$ cat src/ttrc_pkg.sv
// ttrc_pkg: shared types, constants and modulo helpers for the
// three-term recurrence checksum. No dependencies.
package ttrc_pkg;

   localparam int unsigned BYTE_W = 8;
   localparam int unsigned POS_W  = 8;
   localparam int unsigned TERM_W = 16;
   localparam int unsigned PROD_W = 25;

   localparam logic [TERM_W-1:0] MODULUS      = 16'hFFFF;
   localparam logic [POS_W-1:0]  ALPHA_STEP   = 8'd17;
   localparam logic [POS_W-1:0]  BETA_STEP    = 8'd31;
   localparam logic [TERM_W-1:0] FIRST_OFFSET = 16'd7;
   localparam logic [TERM_W-1:0] OLDER_RESET  = 16'd1;
   localparam logic [POS_W-1:0]  POS_FIRST    = 8'd1;

   typedef struct packed {
      logic [BYTE_W-1:0] data_byte;
      logic              last_byte;
   } beat_type;

   // end-around fold: 2^16 is 1 modulo 65535
   function automatic logic [TERM_W-1:0] mod_modulus(input logic [PROD_W-1:0] x);
      logic [TERM_W:0] s1;
      logic [TERM_W:0] s2;
      s1 = 17'(x[PROD_W-1:TERM_W]) + 17'(x[TERM_W-1:0]);
      s2 = 17'(s1[TERM_W]) + 17'(s1[TERM_W-1:0]);
      if (s2 >= 17'(MODULUS)) begin
         return 16'(s2 - 17'(MODULUS));
      end
      return 16'(s2);
   endfunction

   // (1 - r) mod 65535 for a reduced magnitude r
   function automatic logic [TERM_W-1:0] wrap_negative(input logic [TERM_W-1:0] r);
      if (r <= OLDER_RESET) begin
         return 16'(OLDER_RESET - r);
      end
      return 16'(17'h10000 - 17'(r));
   endfunction

endpackage

$ cat src/ttrc_in_stage.sv
// ttrc_in_stage: input register for one byte beat.
// Depends on ttrc_pkg for beat_type.
module ttrc_in_stage (
   input  logic              clock,
   input  logic              reset,
   input  logic              req_valid,
   output logic              req_ready,
   input  ttrc_pkg::beat_type req_beat,
   input  logic              advance,
   output logic              beat_valid,
   output ttrc_pkg::beat_type beat
);
   import ttrc_pkg::*;

   logic     valid_ff, valid_in;
   beat_type beat_ff;

   assign req_ready = !valid_ff || advance;

   always_comb begin
      valid_in = valid_ff;
      if (req_ready) begin
         valid_in = req_valid;
      end
   end

   always_ff @(posedge clock) begin
      if (reset) begin
         valid_ff <= 1'b0;
      end else begin
         valid_ff <= valid_in;
      end
   end

   always_ff @(posedge clock) begin
      if (req_valid && req_ready) begin
         beat_ff <= req_beat;
      end
   end

   assign beat_valid = valid_ff;
   assign beat       = beat_ff;

endmodule

$ cat src/ttrc_term.sv
// ttrc_term: next recurrence term from one byte and the two held terms.
// Depends on ttrc_pkg for widths, coefficients and modulo helpers.
module ttrc_term (
   input  logic [ttrc_pkg::BYTE_W-1:0] data_byte,
   input  logic [ttrc_pkg::POS_W-1:0]  position,
   input  logic [ttrc_pkg::TERM_W-1:0] older,
   input  logic [ttrc_pkg::TERM_W-1:0] newer,
   output logic [ttrc_pkg::TERM_W-1:0] term
);
   import ttrc_pkg::*;

   logic [POS_W-1:0]  alpha, beta;
   logic [POS_W:0]    factor;
   logic [PROD_W-1:0] plus, minus, mag;
   logic [TERM_W-1:0] rem;
   logic              negative;

   always_comb begin
      alpha    = 8'(position * ALPHA_STEP);
      beta     = 8'(position * BETA_STEP);
      factor   = 9'(data_byte) + 9'(alpha);
      plus     = 25'(factor) * 25'(newer);
      minus    = 25'(beta) * 25'(older);
      negative = plus < minus;
      mag      = negative ? (minus - plus) : (plus - minus);
      rem      = mod_modulus(mag);
      term     = negative ? wrap_negative(rem) : rem;
   end

endmodule

$ cat src/ttrc_accum.sv
// ttrc_accum: recurrence state registers and the result register.
// Depends on ttrc_pkg; takes the next term from ttrc_term.
module ttrc_accum (
   input  logic                        clock,
   input  logic                        reset,
   input  logic                        beat_valid,
   input  ttrc_pkg::beat_type          beat,
   input  logic [ttrc_pkg::TERM_W-1:0] term,
   output logic [ttrc_pkg::POS_W-1:0]  position,
   output logic [ttrc_pkg::TERM_W-1:0] older,
   output logic [ttrc_pkg::TERM_W-1:0] newer,
   output logic                        advance,
   output logic                        rsp_valid,
   input  logic                        rsp_ready,
   output logic [ttrc_pkg::TERM_W-1:0] rsp_checksum
);
   import ttrc_pkg::*;

   logic [TERM_W-1:0] older_ff, older_in, newer_ff, newer_in;
   logic [TERM_W-1:0] checksum_ff, step_newer;
   logic [POS_W-1:0]  position_ff, position_in;
   logic              in_message_ff, in_message_in;
   logic              rsp_valid_ff, rsp_valid_in;

   // a last beat waits while the result register is still full
   assign advance = beat_valid && (!beat.last_byte || !rsp_valid_ff || rsp_ready);

   always_comb begin
      older_in      = older_ff;
      newer_in      = newer_ff;
      position_in   = position_ff;
      in_message_in = in_message_ff;
      rsp_valid_in  = rsp_valid_ff && !rsp_ready;
      step_newer    = in_message_ff ? term : 16'(beat.data_byte) + FIRST_OFFSET;
      if (advance) begin
         if (beat.last_byte) begin
            older_in      = OLDER_RESET;
            newer_in      = '0;
            position_in   = '0;
            in_message_in = 1'b0;
            rsp_valid_in  = 1'b1;
         end else if (in_message_ff) begin
            older_in    = newer_ff;
            newer_in    = term;
            position_in = position_ff + 8'd1;
         end else begin
            older_in      = OLDER_RESET;
            newer_in      = step_newer;
            position_in   = POS_FIRST;
            in_message_in = 1'b1;
         end
      end
   end

   always_ff @(posedge clock) begin
      if (reset) begin
         older_ff      <= OLDER_RESET;
         newer_ff      <= '0;
         position_ff   <= '0;
         in_message_ff <= 1'b0;
         rsp_valid_ff  <= 1'b0;
      end else begin
         older_ff      <= older_in;
         newer_ff      <= newer_in;
         position_ff   <= position_in;
         in_message_ff <= in_message_in;
         rsp_valid_ff  <= rsp_valid_in;
      end
   end

   always_ff @(posedge clock) begin
      if (advance && beat.last_byte) begin
         checksum_ff <= step_newer;
      end
   end

   assign position     = position_ff;
   assign older        = older_ff;
   assign newer        = newer_ff;
   assign rsp_valid    = rsp_valid_ff;
   assign rsp_checksum = checksum_ff;

endmodule

$ cat src/three_term_recurrence_checksum.sv
// three_term_recurrence_checksum: top level of the byte stream checksum.
// Depends on ttrc_pkg, ttrc_in_stage, ttrc_term and ttrc_accum.
//
// Bytes of a message arrive as beats on the req_ channel (valid/ready),
// with req_last_byte marking the final byte. After the last byte one beat
// leaves on the rsp_ channel carrying the 16-bit checksum; other bytes
// give no output. Each beat is first held in an input register, then the
// next term is formed combinationally (one 9x16 and one 8x16 multiply,
// a subtract and an end-around modulo 65535 fold) and the state registers
// take it. Throughput is one byte per cycle unless a last byte stalls as
// below. rsp_valid is registered: a last byte passes the input register
// and sets rsp_valid when the state registers take it. While a checksum
// waits in the result register, non-last bytes keep flowing; a further
// last byte waits in the input register, and the input stalls only then.
// Synchronous reset empties both registers and starts a fresh message.
module three_term_recurrence_checksum (
   input  logic                        clock,
   input  logic                        reset,
   input  logic                        req_valid,
   output logic                        req_ready,
   input  logic [ttrc_pkg::BYTE_W-1:0] req_data_byte,
   input  logic                        req_last_byte,
   output logic                        rsp_valid,
   input  logic                        rsp_ready,
   output logic [ttrc_pkg::TERM_W-1:0] rsp_checksum
);
   import ttrc_pkg::*;

   beat_type          req_beat, beat;
   logic              beat_valid, advance;
   logic [POS_W-1:0]  position;
   logic [TERM_W-1:0] older, newer, term;

   assign req_beat.data_byte = req_data_byte;
   assign req_beat.last_byte = req_last_byte;

   ttrc_in_stage u_in_stage (
      .clock      (clock),
      .reset      (reset),
      .req_valid  (req_valid),
      .req_ready  (req_ready),
      .req_beat   (req_beat),
      .advance    (advance),
      .beat_valid (beat_valid),
      .beat       (beat)
   );

   ttrc_term u_term (
      .data_byte (beat.data_byte),
      .position  (position),
      .older     (older),
      .newer     (newer),
      .term      (term)
   );

   ttrc_accum u_accum (
      .clock        (clock),
      .reset        (reset),
      .beat_valid   (beat_valid),
      .beat         (beat),
      .term         (term),
      .position     (position),
      .older        (older),
      .newer        (newer),
      .advance      (advance),
      .rsp_valid    (rsp_valid),
      .rsp_ready    (rsp_ready),
      .rsp_checksum (rsp_checksum)
   );

endmodule
$ cat config.mk
export PLATFORM = sky130hd
export DESIGN_NAME = three_term_recurrence_checksum
export DESIGN_NICKNAME = d
export VERILOG_FILES = /design/src/ttrc_pkg.sv /design/src/ttrc_in_stage.sv /design/src/ttrc_term.sv /design/src/ttrc_accum.sv /design/src/three_term_recurrence_checksum.sv
export SDC_FILE = /design/constraint.sdc
export NUM_CORES = 1
export LEC_CHECK = 0
export BUFFER_PORTS_ARGS = -buffer_cell sky130_fd_sc_hd__buf_4
export CORE_MARGIN = 4
export CORE_UTILIZATION = 40
export CTS_BUF_LIST = sky130_fd_sc_hd__clkbuf_8
export DETAILED_ROUTE_END_ITERATION = 7
export HOLD_SLACK_MARGIN = 0.02
export PLACE_DENSITY = 0.61
export RECOVER_POWER = 25
export SETUP_SLACK_MARGIN = 0.02
export SLEW_MARGIN = 40
export SYNTH_ARGS = -nofsm -noshare
export SYNTH_HDL_FRONTEND = slang
export SYNTH_SLANG_ARGS = --single-unit
$ cat constraint.sdc
create_clock -name clock -period 27.6 [get_ports clock]
set_clock_uncertainty 0.05 [all_clocks]
set_input_delay 1.38 -clock clock [delete_from_list [all_inputs] [get_ports clock]]
set_output_delay 1.38 -clock clock [all_outputs]
set_load 0.01 [all_outputs]
==> results of run 1 <==
## cell families (layout without fill, tap and decap cells)
kind of cell               Yosys count  after routing  synth area share, %
AOI/OAI and AO/OA                  395            395                 16.1
xor gates and xnor gates           116            116                 6.26
adders and majority gates          374            374                 37.7
buffers and inverters              393            376                 9.32
DFF                                 68             68                 9.86
muxes                               13             13                0.858
and+or+nand+nor                    640            640                 19.9
## through the flow
| stage | hold slack [ns] | std cells | utilization, % | setup slack (ns) |
|---|---|---|---|---|
| global route | 0.586 | 2507 | 42.9 | 8.13 |
| CTS | 0.507 | 2507 | 42.9 | 9.77 |
| detailed placement | 0.495 | 2492 | 42.4 | 9.79 |
| floorplan | 0.397 | 1999 | - | 11.52 |
| global placement | 0.483 | 2492 | 42.4 | 10.25 |
| finish | 0.512 | 2507 | 42.9 | 9.64 |
## per-layer routing
metal  global-route usage [%]  wire (um)
met3                     2.01       2220
met1                     29.4      21300
met5                        0          0
met4                     6.95       1680
met2                     36.2      22800
## final timing paths
path / slack (ns) / end
worst min register to register: 0.51 / u_accum.position[7]
worst max register to register: 9.64 / u_accum.newer[3]
worst max-delay path: 9.64 / u_accum.newer[3]
worst min-delay path: 0.51 / u_accum.position[7]
## tightest hold or removal path, cell delays in order, from the launching register on
cell	delay, ns
dfxtp_1	0.37
o21ai_0	0.09
a21oi_1	0.06
## layout by cell type, fill, tap and decap left out, types with 15 or more instances in the layout
cell type  synthesis  layout
nand4_1           16      16
buf_4              1      30
xnor2_1           85      85
and2_1           143     143
and3_1            17      17
xor2_1            30      30
nand2_1          223     222
edfxtp_1          25      25
a21o_1            41      41
fa_1             198     198
nor3_1            32      32
nor2b_1           26      26
o21bai_1          37      37
ha_1             176     176
a21oi_1          137     137
nand3_1           43      43
nand2b_1          15      15
inv_1            312     312
nor2_1            72      71
o21ai_0           51      51
dfxtp_1           43      43
## area by class of cell
cell class                 instances  area, um2  share of cell area, %
multi-input combinational       1538      13200                   76.9
sequential                        68       1610                   9.38
inverter                         314       1180                   6.86
tap                              525        657                   3.82
timing repair buffer              47        327                   1.90
clock buffer                      11        151                  0.881
clock inverter                     4       48.8                  0.284
## flip-flops by register name, indices dropped and copies added, names as in the netlist
signal,flops
u_accum.newer,16
u_accum.older,16
u_accum.rsp_checksum,16
u_in_stage.beat,9
u_accum.position,8
u_accum.in_message_ff,1
u_accum.rsp_valid,1
u_in_stage.beat_valid,1
==> results.yml, run 1 <==
logic_synthesis:
  synth_area_um2: 16300
  yosys_register_bits: 68
  yosysTopAreaCellShare_pct: 24.3
  synthTopCellsByArea: "fa_1 24%, ha_1 13%, inv_1 7.2%"
  synthCells: 1999
  synthArstFlopShare_pct: 0
  synth_ff_type: "dfxtp_1"
  synth_seq_area_share_pct: 9.86
  synth_edf_count: 25
  yosys_warnings: 0
  yosysTopAreaCell: "fa_1"
  synth_fp_nets: 2386
  yosysMostFrequentCell: "inv_1"
  yosysUniqueCellTypes: 93
  avgSynthCellArea_um2: 8.17
  synth_common_cells: "312 x inv_1, 223 x nand2_1, 198 x fa_1"
floorplanning:
  placementRows: 73
  die_w_um: 210
  num_io_pins: 31
  fp.dieH_um: 210
  design.core.area_um2: 40100
  die_area_um2: 44100
  start_util_pct: 40.8
grt:
  grt_pass1_vias: 13900
  grt_use_total_pct: 21.5
  grt_max_degree: 32
  grt_pass1_wl_mm: 76.3
  grt_antenna_before_repair: 0
  grt_overflow: 0
cts:
  path_clk_slew_ns: 0.08
  root_buffer: "clkbuf_8"
  clk_path_buf_depth: 2
  htree_levels: 3
  post_cts_buffers: 0
  cts_tree: "done"
  cts_repair_resize_count: 0
  cts_inserted_buffers: 9
  cts_hold_buffers: 0
  clk_latency_ns: 0.37
  cts.sinks: 68
finish:
  diodes: 0
  nFillCells: 4021
  final_cell_area_um2: 17200
  areaGrowthSynthToFinish_pct: 5.17
  fin_nets: 2365
  drive_above_1_share_pct: 4.79
placement:
  gp_congestion: 0.932
  placed_cell_area_um2: 17000
  dp_hpwl_mm: 38.9
  numPortBuffers: 30
route:
  drtIter0Drc: 971
  wl_mm: 48.0
  drc: 0
  routedWlPerCell_um: 19.1
  drt-vias-per-instance: 5.53
  vias: 13900
  first_pass_iters: 6
  antenna_left: 0
hold_path:
  whs_path_depth: 2
  hold_start: "u_accum.position[7]"
  hold_class: "flip-flop to flip-flop"
timing:
  fmax_ghz: 0.0557
  hold_viol_final: 0
  period_share_pct: 65.1
  grt_setup_unrepaired: "no"
  tightest_slew_ns: 0.998
  tns_ns: 0
  period_needed_ns: 17.96
  setup_viol: 0
  maxSlewHeadroom_pct: 33.5
  slew_violations: 0
worst_setup_path:
  required_ns: 27.81
  cp.buffers_inverters: 4
  r2r_start: "u_accum.position[2]"
  critical_path_peak_fanout: 18
  crit_type: "flip-flop to flip-flop"
  path_depth: 72
  cp-startpoint: "u_accum.position[2]"
  startpoint_type: "flip-flop"
  end_kind: "flip-flop"
  slowest_delay_ns: 0.61
  arrival_ns: 18.17
  cpMaxStageDelayCell: "dfxtp_1"
  rr_worst_depth: 72
  critPathTopFamily: "compound AO/OA/AOI/OAI gates"
run:
  drv_cap: 0
run_status:
  status: "completed"
Power of run 1 is not shown: default switching activity piles up to over one toggle a cycle in this logic, so the estimate is an artifact.
==> run 2, diff against run 1 <==
--- a/config.mk
+++ b/config.mk
@@ -11,7 +11,7 @@
 export CTS_BUF_LIST = sky130_fd_sc_hd__clkbuf_8
 export DETAILED_ROUTE_END_ITERATION = 7
 export HOLD_SLACK_MARGIN = 0.02
-export PLACE_DENSITY = 0.61
+export PLACE_DENSITY = 0.63
 export RECOVER_POWER = 25
 export SETUP_SLACK_MARGIN = 0.02
 export SLEW_MARGIN = 40
==> constraint.sdc (replaced) <==
create_clock -name clock -period 15.1 [get_ports clock]
set_clock_uncertainty 0.05 [all_clocks]
set_input_delay 0.755 -clock clock [delete_from_list [all_inputs] [get_ports clock]]
set_output_delay 0.755 -clock clock [all_outputs]
set_load 0.01 [all_outputs]
==> results.yml, run 2 (same netlist as run 1, synthesis figures left out) <==
run_status:
  status: "completed"
grt:
  grt_overflow: 0
  grt_antenna_before_repair: 0
  grt_max_degree: 32
  grt_pass1_wl_mm: 80.0
  grt_pass1_vias: 15000
  grt_use_total_pct: 22.2
finish:
  diodes: 0
  post-route-util_pct: 48.7
  drive_above_1_share_pct: 19.3
  nFillCells: 3783
  areaGrowthSynthToFinish_pct: 19.4
  fin_nets: 2571
  layout_commonest_cell: "inv_1"
  mostFrequentLayoutCells: "300 x inv_1, 236 x buf_4, 218 x nand2_1"
timing:
  setup_viol: 0
  hold_viol_final: 0
  tns_ns: 0
  fmax_ghz: 0.0665
  period_share_pct: 99.6
  tightest_slew_ns: 1.14
  slew_violations: 0
  period_needed_ns: 15.03
  maxSlewHeadroom_pct: 23.6
  grt_setup_unrepaired: "yes"
worst_setup_path:
  critical_path_peak_fanout: 6
  rr_endpoint: "u_accum.rsp_checksum[13]"
  rrSetupSlack_ns: 0.07
  r2r_start: "u_accum.position[2]"
  required_ns: 15.25
  crit_top_cell: "fa_1"
  cpMaxStageDelayCell: "fa_1"
  startpoint_type: "flip-flop"
  end_kind: "flip-flop"
  crit_type: "flip-flop to flip-flop"
  rr_worst_depth: 70
  slowest_delay_ns: 0.57
  arrival_ns: 15.18
route:
  routedWlPerCell_um: 18.3
  vias: 14700
  drtIter0Drc: 996
  drt-vias-per-instance: 5.43
  first_pass_iters: 6
  drc: 0
  wl_mm: 49.7
  antenna_left: 0
cts:
  htree_levels: 3
  clk_path_buf_depth: 2
  cts_inserted_buffers: 9
  clk_latency_ns: 0.38
  cts_tree: "done"
  cts.sinks: 68
  path_clk_slew_ns: 0.10
  root_buffer: "clkbuf_8"
floorplanning:
  die_w_um: 210
  fp.dieH_um: 210
  start_util_pct: 40.8
  placementRows: 73
  design.core.area_um2: 40100
  die_area_um2: 44100
  num_io_pins: 31
hold_path:
  hold_end: "u_in_stage.beat[3]"
  hold_start: "req_data_byte[2]"
  hold_class: "input pin to flip-flop"
  whs_path_depth: 1
run:
  drv_cap: 0
placement:
  dp_hpwl_mm: 40.8
  gp_congestion: 0.919
  numPortBuffers: 30
-- run 2: per-layer routing --
metal  routed length, um  track usage, %  vias to the layer above  part of all wire, %
li1                    -               -                     6926                    -
met1               21900            31.0                     7228                   44
met2               23400            36.7                      500                   47
met3                2850            2.40                       76                  5.7
met4                1500            6.28                        0                  3.0
met5                   0               0                        -                    0
-- run 2: how the worst max path moves through the flow --
stage	end	startpoint
after global routing	u_accum.newer[13]	u_accum.position[2]
after detailed placement	u_accum.rsp_checksum[13]	u_accum.position[1]
after CTS	u_accum.newer[13]	u_accum.position[2]
final	u_accum.rsp_checksum[13]	u_accum.position[2]
after global placement	u_accum.newer[2]	u_accum.position[1]
after floorplan	u_accum.rsp_checksum[10]	u_accum.position[1]
-- run 2: metrics by stage --
| step | std cells | setup WS (ns) | area [um2] | hold WS (ns) |
|---|---|---|---|---|
| after global placement | 2663 | -0.170 | 18500 | 0.495 |
| after CTS | 2695 | -0.0670 | 19000 | 0.488 |
| after global routing | 2714 | -0.594 | 19500 | 0.503 |
| after detailed placement | 2663 | -0.534 | 18500 | 0.507 |
| after floorplan | 1999 | 0.0237 | 16500 | 0.397 |
| final | 2714 | 0.0673 | 19500 | 0.527 |
-- run 2: critical path, delay by kind of cell, from the launching register on --
kind | cells | cell delay (ns)
flip-flops | 1 | 0.37
XOR/XNOR | 4 | 0.65
buffers and inverters | 6 | 0.61
adder cells (fa/ha/maj) | 14 | 5.08
multiplexers | 1 | 0.31
AND/OR/NAND/NOR | 18 | 3.43
AO/OA/AOI/OAI | 27 | 4.35
-- run 2: final cells by class --
cell class	count	area, um2	area share, %
Clock buffer	9	124	0.635
Clock inverter	7	80.1	0.410
Inverter	314	1180	6.04
Multi-Input combinational cell	1539	13900	71.4
Sequential cell	68	1620	8.31
Tap cell	525	657	3.37
Timing Repair Buffer	252	1920	9.86
-- run 2: timing repair --
action / CTS / global route
resized for setup: 36 / 80
hold buffers: 0 / 0
pin swaps: 60 / 89
setup buffers: 15 / 19
endpoints found under the setup margin: 32 / 32
gates cloned: 1 / 0
Power of run 2 is left out for the same reason.
